--- config.mk ---
export PLATFORM = sky130hd
export DESIGN_NAME = adc_moving_average_rate
export DESIGN_NICKNAME = d
export VERILOG_FILES = /design/src/hdl/adcma_pkg.sv /design/src/hdl/adc_moving_average_rate.sv /design/src/hdl/adcma_cell.sv /design/src/hdl/adcma_divider.sv
export SDC_FILE = /design/constraint.sdc
export NUM_CORES = 1
export LEC_CHECK = 0
export ABC_AREA = 1
export BUFFER_PORTS_ARGS = -buffer_cell sky130_fd_sc_hd__buf_2
export CAP_MARGIN = 20
export CORE_UTILIZATION = 30
export DETAILED_ROUTE_END_ITERATION = 8
export GPL_TIMING_DRIVEN = 0
export PLACE_DENSITY_LB_ADDON = 0.08
export SLEW_MARGIN = 20
export SYNTH_ARGS = -nofsm -noshare
export SYNTH_HDL_FRONTEND = slang
export SYNTH_SLANG_ARGS = --single-unit
--- constraint.sdc ---
create_clock -name clk -period 4.39 [get_ports clk]
set_input_delay 0.439 -clock clk [delete_from_list [all_inputs] [get_ports clk]]
set_output_delay 0.439 -clock clk [all_outputs]
set_load 0.02 [all_outputs]
--- src/hdl/adcma_pkg.sv ---
// Shared types and constants for the converter moving-average block.
`default_nettype none

package adcma_pkg;

  localparam int SAMPLE_W  = 24;
  localparam int SECONDS_W = 16;
  localparam int COUNT_W   = 16;

  localparam logic [SAMPLE_W-1:0] SIGN_FLIP   = 24'h800000;
  localparam logic [COUNT_W-1:0]  COUNTER_MAX = 16'hFFFF;

  typedef logic [SAMPLE_W-1:0] sample_t;

  typedef struct packed {
    logic [SAMPLE_W-1:0]  raw_sample;
    logic [SECONDS_W-1:0] seconds_now;
  } req_t;

  typedef struct packed {
    logic [SAMPLE_W-1:0] offset_sample;
    logic [SAMPLE_W-1:0] filtered_value;
    logic [COUNT_W-1:0]  rate_samples;
    logic                rate_updated;
  } res_t;

endpackage

`default_nettype wire

--- src/hdl/adc_moving_average_rate.sv ---
// Top level: moving-average filter and sample-rate meter for a 24-bit converter.
//
// Usage: each request on the req channel carries one converter word
// (two's complement) and the current whole-seconds count. Exactly one
// result leaves on the res channel per request, in order: the word in
// offset binary, the average of the last WINDOW_LEN samples, the sample
// rate of the last completed second and a flag that marks a closed second.
// Both channels use valid/ready; an item moves when both are high.
// Path: an accepted request is held in stage one and then in the result
// register, where it waits until the receiver takes it. Throughput: one
// request per cycle while res_ready stays high, set by the running-sum
// update and the cell-chain shift on each accepted request; the divide
// is a shift or one constant multiply between the sum register and the
// result register.
// Reset: synchronous, clears every window cell, the running sum, the
// counters and both pipeline stages at once; no clearing pass follows.
// Stall: when res_ready is low the result holds, stage one keeps
// one more item, and req_ready drops only when both stages are full.
`default_nettype none

module adc_moving_average_rate
  import adcma_pkg::*;
#(
  parameter int WINDOW_LEN = 16
) (
  input  logic clk,
  input  logic rst,
  input  logic req_valid,
  output logic req_ready,
  input  req_t req,
  output logic res_valid,
  input  logic res_ready,
  output res_t res
);

  localparam int SUM_W = SAMPLE_W + $clog2(WINDOW_LEN);

  // Pipeline handshake: the result register loads when empty or drained,
  // stage one advances into it, and a request enters behind it.
  logic s1_valid;
  logic out_load;
  logic accept;

  assign out_load  = !res_valid || res_ready;
  assign req_ready = !s1_valid || out_load;
  assign accept    = req_valid && req_ready;

  // Cell chain: the newest sample enters at tap zero, the oldest leaves
  // at the far end. This matches the ring buffer, since the slot that is
  // overwritten always holds the sample taken WINDOW_LEN requests ago.
  sample_t sample_new;
  sample_t tap [WINDOW_LEN+1];

  assign sample_new = req.raw_sample ^ SIGN_FLIP;
  assign tap[0]     = sample_new;

  generate
    for (genvar k = 0; k < WINDOW_LEN; k++) begin : g_cell
      adcma_cell u_cell (
        .clk   (clk),
        .rst   (rst),
        .shift (accept),
        .d     (tap[k]),
        .q     (tap[k+1])
      );
    end
  endgenerate

  // Running sum: drop the oldest sample, add the newest.
  logic [SUM_W-1:0] window_sum;
  logic [SUM_W-1:0] window_sum_next;

  assign window_sum_next = window_sum - SUM_W'(tap[WINDOW_LEN]) + SUM_W'(sample_new);

  // Rate meter: count every sample, saturate, and report on a new second.
  logic [COUNT_W-1:0]   sample_counter;
  logic [COUNT_W-1:0]   counter_inc;
  logic [SECONDS_W-1:0] last_seconds;
  logic [COUNT_W-1:0]   rate_register;
  logic                 second_closed;

  assign counter_inc   = (sample_counter < COUNTER_MAX) ? sample_counter + 1'b1
                                                        : sample_counter;
  assign second_closed = (req.seconds_now != last_seconds);

  // Stage one payload; its sum is window_sum, which only changes when
  // this stage takes a new item.
  sample_t            s1_offset;
  logic [COUNT_W-1:0] s1_rate;
  logic               s1_updated;

  always_ff @(posedge clk) begin
    if (rst) begin
      window_sum     <= '0;
      sample_counter <= '0;
      last_seconds   <= '0;
      rate_register  <= '0;
      s1_valid       <= 1'b0;
    end else begin
      if (accept) begin
        window_sum <= window_sum_next;
        if (second_closed) begin
          last_seconds   <= req.seconds_now;
          rate_register  <= counter_inc;
          sample_counter <= '0;
        end else begin
          sample_counter <= counter_inc;
        end
        s1_valid <= 1'b1;
      end else if (out_load) begin
        s1_valid <= 1'b0;
      end
    end
  end

  always_ff @(posedge clk) begin
    if (accept) begin
      s1_offset  <= sample_new;
      s1_rate    <= second_closed ? counter_inc : rate_register;
      s1_updated <= second_closed;
    end
  end

  // Divide the held sum on the way into the result register.
  sample_t quotient;

  adcma_divider #(
    .WINDOW_LEN (WINDOW_LEN),
    .SUM_W      (SUM_W)
  ) u_divider (
    .sum      (window_sum),
    .quotient (quotient)
  );

  always_ff @(posedge clk) begin
    if (rst) begin
      res_valid <= 1'b0;
    end else if (out_load) begin
      res_valid <= s1_valid;
    end
  end

  always_ff @(posedge clk) begin
    if (out_load && s1_valid) begin
      res.offset_sample  <= s1_offset;
      res.filtered_value <= quotient;
      res.rate_samples   <= s1_rate;
      res.rate_updated   <= s1_updated;
    end
  end

endmodule

`default_nettype wire

--- src/hdl/adcma_cell.sv ---
// One window cell: holds a sample and hands it to its neighbor on each shift.
`default_nettype none

module adcma_cell
  import adcma_pkg::*;
(
  input  logic    clk,
  input  logic    rst,
  input  logic    shift,
  input  sample_t d,
  output sample_t q
);

  sample_t slot;

  always_ff @(posedge clk) begin
    if (rst) begin
      slot <= '0;
    end else if (shift) begin
      slot <= d;
    end
  end

  assign q = slot;

endmodule

`default_nettype wire

--- src/hdl/adcma_divider.sv ---
// Divide the window sum by the constant window length.
`default_nettype none

module adcma_divider
  import adcma_pkg::*;
#(
  parameter int WINDOW_LEN = 16,
  parameter int SUM_W      = 28
) (
  input  logic [SUM_W-1:0] sum,
  output sample_t          quotient
);

  localparam int LOG_N = $clog2(WINDOW_LEN);

  generate
    if ((WINDOW_LEN & (WINDOW_LEN - 1)) == 0) begin : g_shift
      logic [SUM_W-1:0] shifted;
      assign shifted  = sum >> LOG_N;
      assign quotient = shifted[SAMPLE_W-1:0];
    end else begin : g_recip
      // Round the reciprocal up; the error stays below one quotient step
      // for every sum that fits in SUM_W bits.
      localparam int SH = SUM_W + LOG_N;
      localparam logic [63:0] RECIP_WIDE =
        ((64'd1 << SH) + 64'(WINDOW_LEN) - 64'd1) / 64'(WINDOW_LEN);
      localparam logic [SUM_W:0] RECIP = RECIP_WIDE[SUM_W:0];
      logic [2*SUM_W+1:0] product;
      assign product  = {1'b0, sum} * RECIP;
      assign quotient = product[SH +: SAMPLE_W];
    end
  endgenerate

endmodule

`default_nettype wire

* Word-level counts from Yosys, hierarchy flattened *
Index checks and enable logic that the tools add are counted.

storage, ports and cells
  output and inout bits = 67
  input bits = 44
  logic and storage cells = 48
  register bits = 568

operators by class
  bitwise operators = 1
  muxes and demuxes = 5
  reductions and logical operators = 8
  order comparisons = 1
  add/sub/neg operators = 3
  equality and inequality tests = 1

operators by type and width
  cell                                                count
  two-way mux 16 bit                                  3
  adder 28 x 24 -> 28 bit                             1
  subtractor 28 x 24 -> 28 bit                        1
  adder 16 x 1 -> 16 bit, second input constant       1
  less-than comparator 16 bit, second input constant  1
  inequality test 16 bit                              1
  logical AND 1 bit                                   2
  logical NOT 1 bit                                   2
  logical OR 1 bit                                    2
  two-way mux 1 bit                                   2
  AND reduction 2 bit                                 1
  nonzero test 2 bit                                  1
  inverter 1 bit                                      1

* Depth between registers and ports, before layout *
  depth after elaboration = 5
  gate-level depth with buffers = 16
  mapped depth without buffers = 16

* By module *
Synthesis repeated with hierarchy kept, for this count alone.

unflattened totals
  cells, all modules = 3692
  area, all modules = 25803.5 um^2

modules (own cells, without submodules)
  module                   instances  cells an instance  sequential area each (um^2)  area an instance (um^2)
  adcma_cell               16         152                480.5                        984.7
  adc_moving_average_rate  1          1236               4744.6                       9868.2
  adcma_divider            1          24                 0.0                          180.2

* Worst setup path after synthesis *
OpenSTA, ideal clock, no wires.

  path type = input -> register
  from = input port res_ready
  to = register res[0] (netlist bit), enable pin
  setup slack = 0.242 ns
  stages = 2
  arrival = 3.639 ns
  buffers on the path = 0
  library setup time = 0.510 ns
  data required time = 3.880 ns
  cells stage by stage = inv_1 -> a21oi_1

on the way
  cells in the longest elaborated chain, start to end = 2

RTL lines
  what               line                            source
  from (decl)        adc_moving_average_rate.sv:32   input logic res_ready,
  logical OR 1 bit   adc_moving_average_rate.sv:44   assign out_load = !res_valid || res_ready;
  logical AND 1 bit  adc_moving_average_rate.sv:144  if (out_load && s1_valid) begin
  to (decl)          adc_moving_average_rate.sv:33   output res_t res

No other way between the ends.
A chain may end at the register's enable or synchronous reset.

* Worst setup path after layout *
  from = input port req[33] (netlist bit)
  to = register window_sum[22]

on the way
  cells in the longest elaborated chain, start to end = 1

RTL lines
  what                     line                            source
  from (decl)              adc_moving_average_rate.sv:30   input req_t req,
  adder 28 x 24 -> 28 bit  adc_moving_average_rate.sv:73   assign window_sum_next = window_sum - SUM_W'(tap[WINDOW_LEN]) + SUM_W'(sample_new);
  to (signal assigned)     adc_moving_average_rate.sv:101  window_sum <= window_sum_next;
  to (decl)                adc_moving_average_rate.sv:70   logic [SUM_W-1:0] window_sum;

No other way between the ends.

==> flow_summary.json <==
{
  "cp_data_arrival_time_ps": 3190,
  "drc": 0,
  "fin_crit_sh_pct": 61.6,
  "worstSkewPairLatency_ps": 590,
  "required_ps": 4880,
  "nets": 3151,
  "cts_sinks": 568,
  "grtUsageTotal_pct": 16.1,
  "numPortBuffers": 109,
  "clk_pin_slew_ps": 60,
  "syn_area_per_cell_um2": 8.00,
  "synthToLayoutAreaGrowth_pct": 17.6,
  "cts_max_level": 3,
  "dp_slack_ps": 1460,
  "finalSetupViolCount": 0,
  "drtIter0Drc": 884,
  "p_comb_share_pct": 18.4,
  "finalInstanceArea_mm2": 0.0270,
  "die_x_um": 279,
  "skew_ps": 20.6,
  "synth_common_cells": "nor2_1 (844), dfxtp_1 (462), o21ai_0 (414)",
  "critPathCaptureType": "flip-flop",
  "synth_compound_area_share_pct": 11.3,
  "synth_top_area_share_pct": 40.2,
  "routed_wl_um": 61500,
  "seqPwrFrac_pct": 42.2,
  "min_path_type": "in2reg",
  "crit_type": "in2reg",
  "place.gp.congestion": 0.911,
  "yosysMostFrequentCell": "nor2_1",
  "grt_first_pass_wirelength_um": 98500,
  "numCtsBuffers": 67,
  "final_util_pct": 35.7,
  "core_area_mm2": 0.0758,
  "drive_above_1_share_pct": 9.77,
  "leakage_nw": 11.9,
  "ios": 111,
  "status": "finished clean",
  "synth_top_family_by_area": "simple AND/OR/NAND/NOR gates",
  "cts_resized": 0,
  "cts_root_buffer": "clkbuf_16",
  "min_period_ps": 2700,
  "hold_slack_ps": 43.9,
  "synth.area.top_cells": "dfxtp_1 (40%), edfxtp_1 (14%), nor2_1 (14%)",
  "start_util_pct": 30.3,
  "grt_max_degree": 51,
  "fp.dieH_um": 279,
  "synth-seq-area-share_pct": 54.1,
  "synth_warnings": 0,
  "cts_setup_buffers": 0,
  "overflow": 0,
  "synthFlopType": "dfxtp_1",
  "ant_nets": 0,
  "synth-seq-cells": 568,
  "wl_per_cell_um": 15.1,
  "rows": 101,
  "max_slew_margin_pct": 39.6,
  "crit_fanout": 5,
  "hold_viol_final": 0,
  "synth_cell_types": 38,
  "drv_slew": 0,
  "maxCapViolations": 0,
  "ir_drop_uv": 232,
  "synthXorXnorAreaFrac_pct": 1.14,
  "synth_top_cell_by_area": "dfxtp_1",
  "syn_inst": 2872,
  "synth_edf_count": 106,
  "synth_mux_area_share_pct": 0,
  "cts_buffer_depth": 3,
  "grt_pass1_vias": 17880,
  "placed_cell_area_mm2": 0.0249,
  "power_frac_clock_pct": 39.4,
  "routed-via-count": 18010,
  "p_sw_mw": 4.08,
  "die-area_mm2": 0.0777,
  "cts_tree": "yes",
  "p_int_mw": 9.95,
  "via_per_inst": 4.42,
  "yosys.area_share.simple_pct": 22.3,
  "cp-start-kind": "input port",
  "fmax_ghz": 0.370,
  "dpl.hpwl_um": 46600,
  "p_sw_share_pct": 29.1,
  "antenna_found_initial": 1,
  "synthAdderAreaFrac_pct": 3.67,
  "detail_route.first_pass.iterations": 5,
  "async_reset_ff_share_pct": 0,
  "synth_fp_nets": 2969,
  "finalSetupTns_ps": 0,
  "diodes": 0,
  "synth_area_mm2": 0.0230,
  "tightest_slew_ps": 906,
  "setup_slack_ps": 1690,
  "rsz0062_at_grt": "false",
  "powerDensity_mw_per_mm2": 519
}
## metal layers
layer,share of wire (%),track usage (%)
met1,47,20.8
met2,46,26.8
met3,3.7,3.00
met4,3.2,5.49
met5,0.021,0
## layout by cell type, fill, tap and decap left out, types with 4 or more instances in the layout
| master | n |
|---|---|
| dfxtp_1 | 462 |
| clkbuf_8 | 15 |
| nand3b_1 | 13 |
| inv_1 | 259 |
| and2_1 | 4 |
| o21bai_1 | 6 |
| buf_6 | 6 |
| fa_1 | 24 |
| xor2_1 | 25 |
| nand2_2 | 4 |
| clkinv_2 | 6 |
| clkbuf_16 | 69 |
| nand4_1 | 10 |
| a21oi_1 | 79 |
| buf_2 | 156 |
| o21ai_1 | 8 |
| ha_1 | 29 |
| nand3_2 | 4 |
| nand2_1 | 327 |
| o21ai_0 | 414 |
| edfxtp_1 | 106 |
| bufinv_16 | 4 |
| nand3_1 | 64 |
| clkbuf_1 | 110 |
| xnor2_1 | 5 |
| nor2_1 | 844 |
| buf_4 | 11 |
## kinds of logic after synthesis
family	Yosys count
AND/OR/NAND/NOR	1287
flip-flops	568
AO/OA/AOI/OAI	514
buffers and inverters	420
adder cells (fa/ha/maj)	53
XOR/XNOR	30
## path summary, 6_finish.rpt
check / startpoint / slack [ps] / depth (start not counted) / to
setup / recovery: req[33] / 1690 / 15 / window_sum[22]$_SDFFE_PP0P_
hold / removal: req[17] / 40 / 1 / s1_offset[1]$_DFFE_PP_
setup reg to reg: window_sum[22]$_SDFFE_PP0P_ / 1850 / 13 / window_sum[23]$_SDFFE_PP0P_
hold reg to reg: s1_rate[14]$_DFFE_PP_ / 410 / 0 / res[15]$_DFFE_PP_
## critical path, stage by stage
cell,delay (ps)
dlygate4sd3_1,530
buf_2,110
inv_1,140
fa_1,570
inv_1,40
ha_1,350
nand2_1,130
nor2_1,260
nand2_1,120
nor2_1,110
nand2_1,60
nand3_1,120
nor2_1,50
o21bai_1,120
inv_1,50
## sequential cells by signal, indices dropped and copies added (netlist names)
register,flops
rate_register,16
s1_updated,1
s1_rate,16
res_valid,1
last_seconds,16
sample_counter,16
window_sum,28
s1_offset,24
s1_valid,1
res,65
g_cell.u_cell.q,384
## per-stage QoR
stage	instances	power (mW)
6_report	4078	14.0
5_1_grt	4078	14.9
4_1_cts	4078	14.3
3_5_place_dp	3962	8.64
3_3_place_gp	3959	8.62
2_1_floorplan	2872	7.85
## area by class of cell
cell class / instances / area [µm²]
timing repair buffer: 113 / 638
clock buffer: 100 / 1990
buffer: 159 / 742
sequential: 568 / 12400
clock inverter: 15 / 188
inverter: 261 / 980
tap: 978 / 1220
fill: 8025 / 48800
multi-input combinational: 1884 / 8840
## what timing repair did
item	4_1_cts	5_1_grt
setup endpoints to repair	0	0
endpoints found under the hold margin	1	0
hold buffers	1	0
## power groups by stage
stage	registers, mW	logic, mW	clock network, mW
finish	5.91	2.58	5.53
global route	5.96	3.00	5.93
global placement	6.03	2.59	0
floorplan	6.00	1.85	0
CTS	5.92	2.63	5.71
detailed placement	6.03	2.61	0
(Power assumes the default switching activity.)
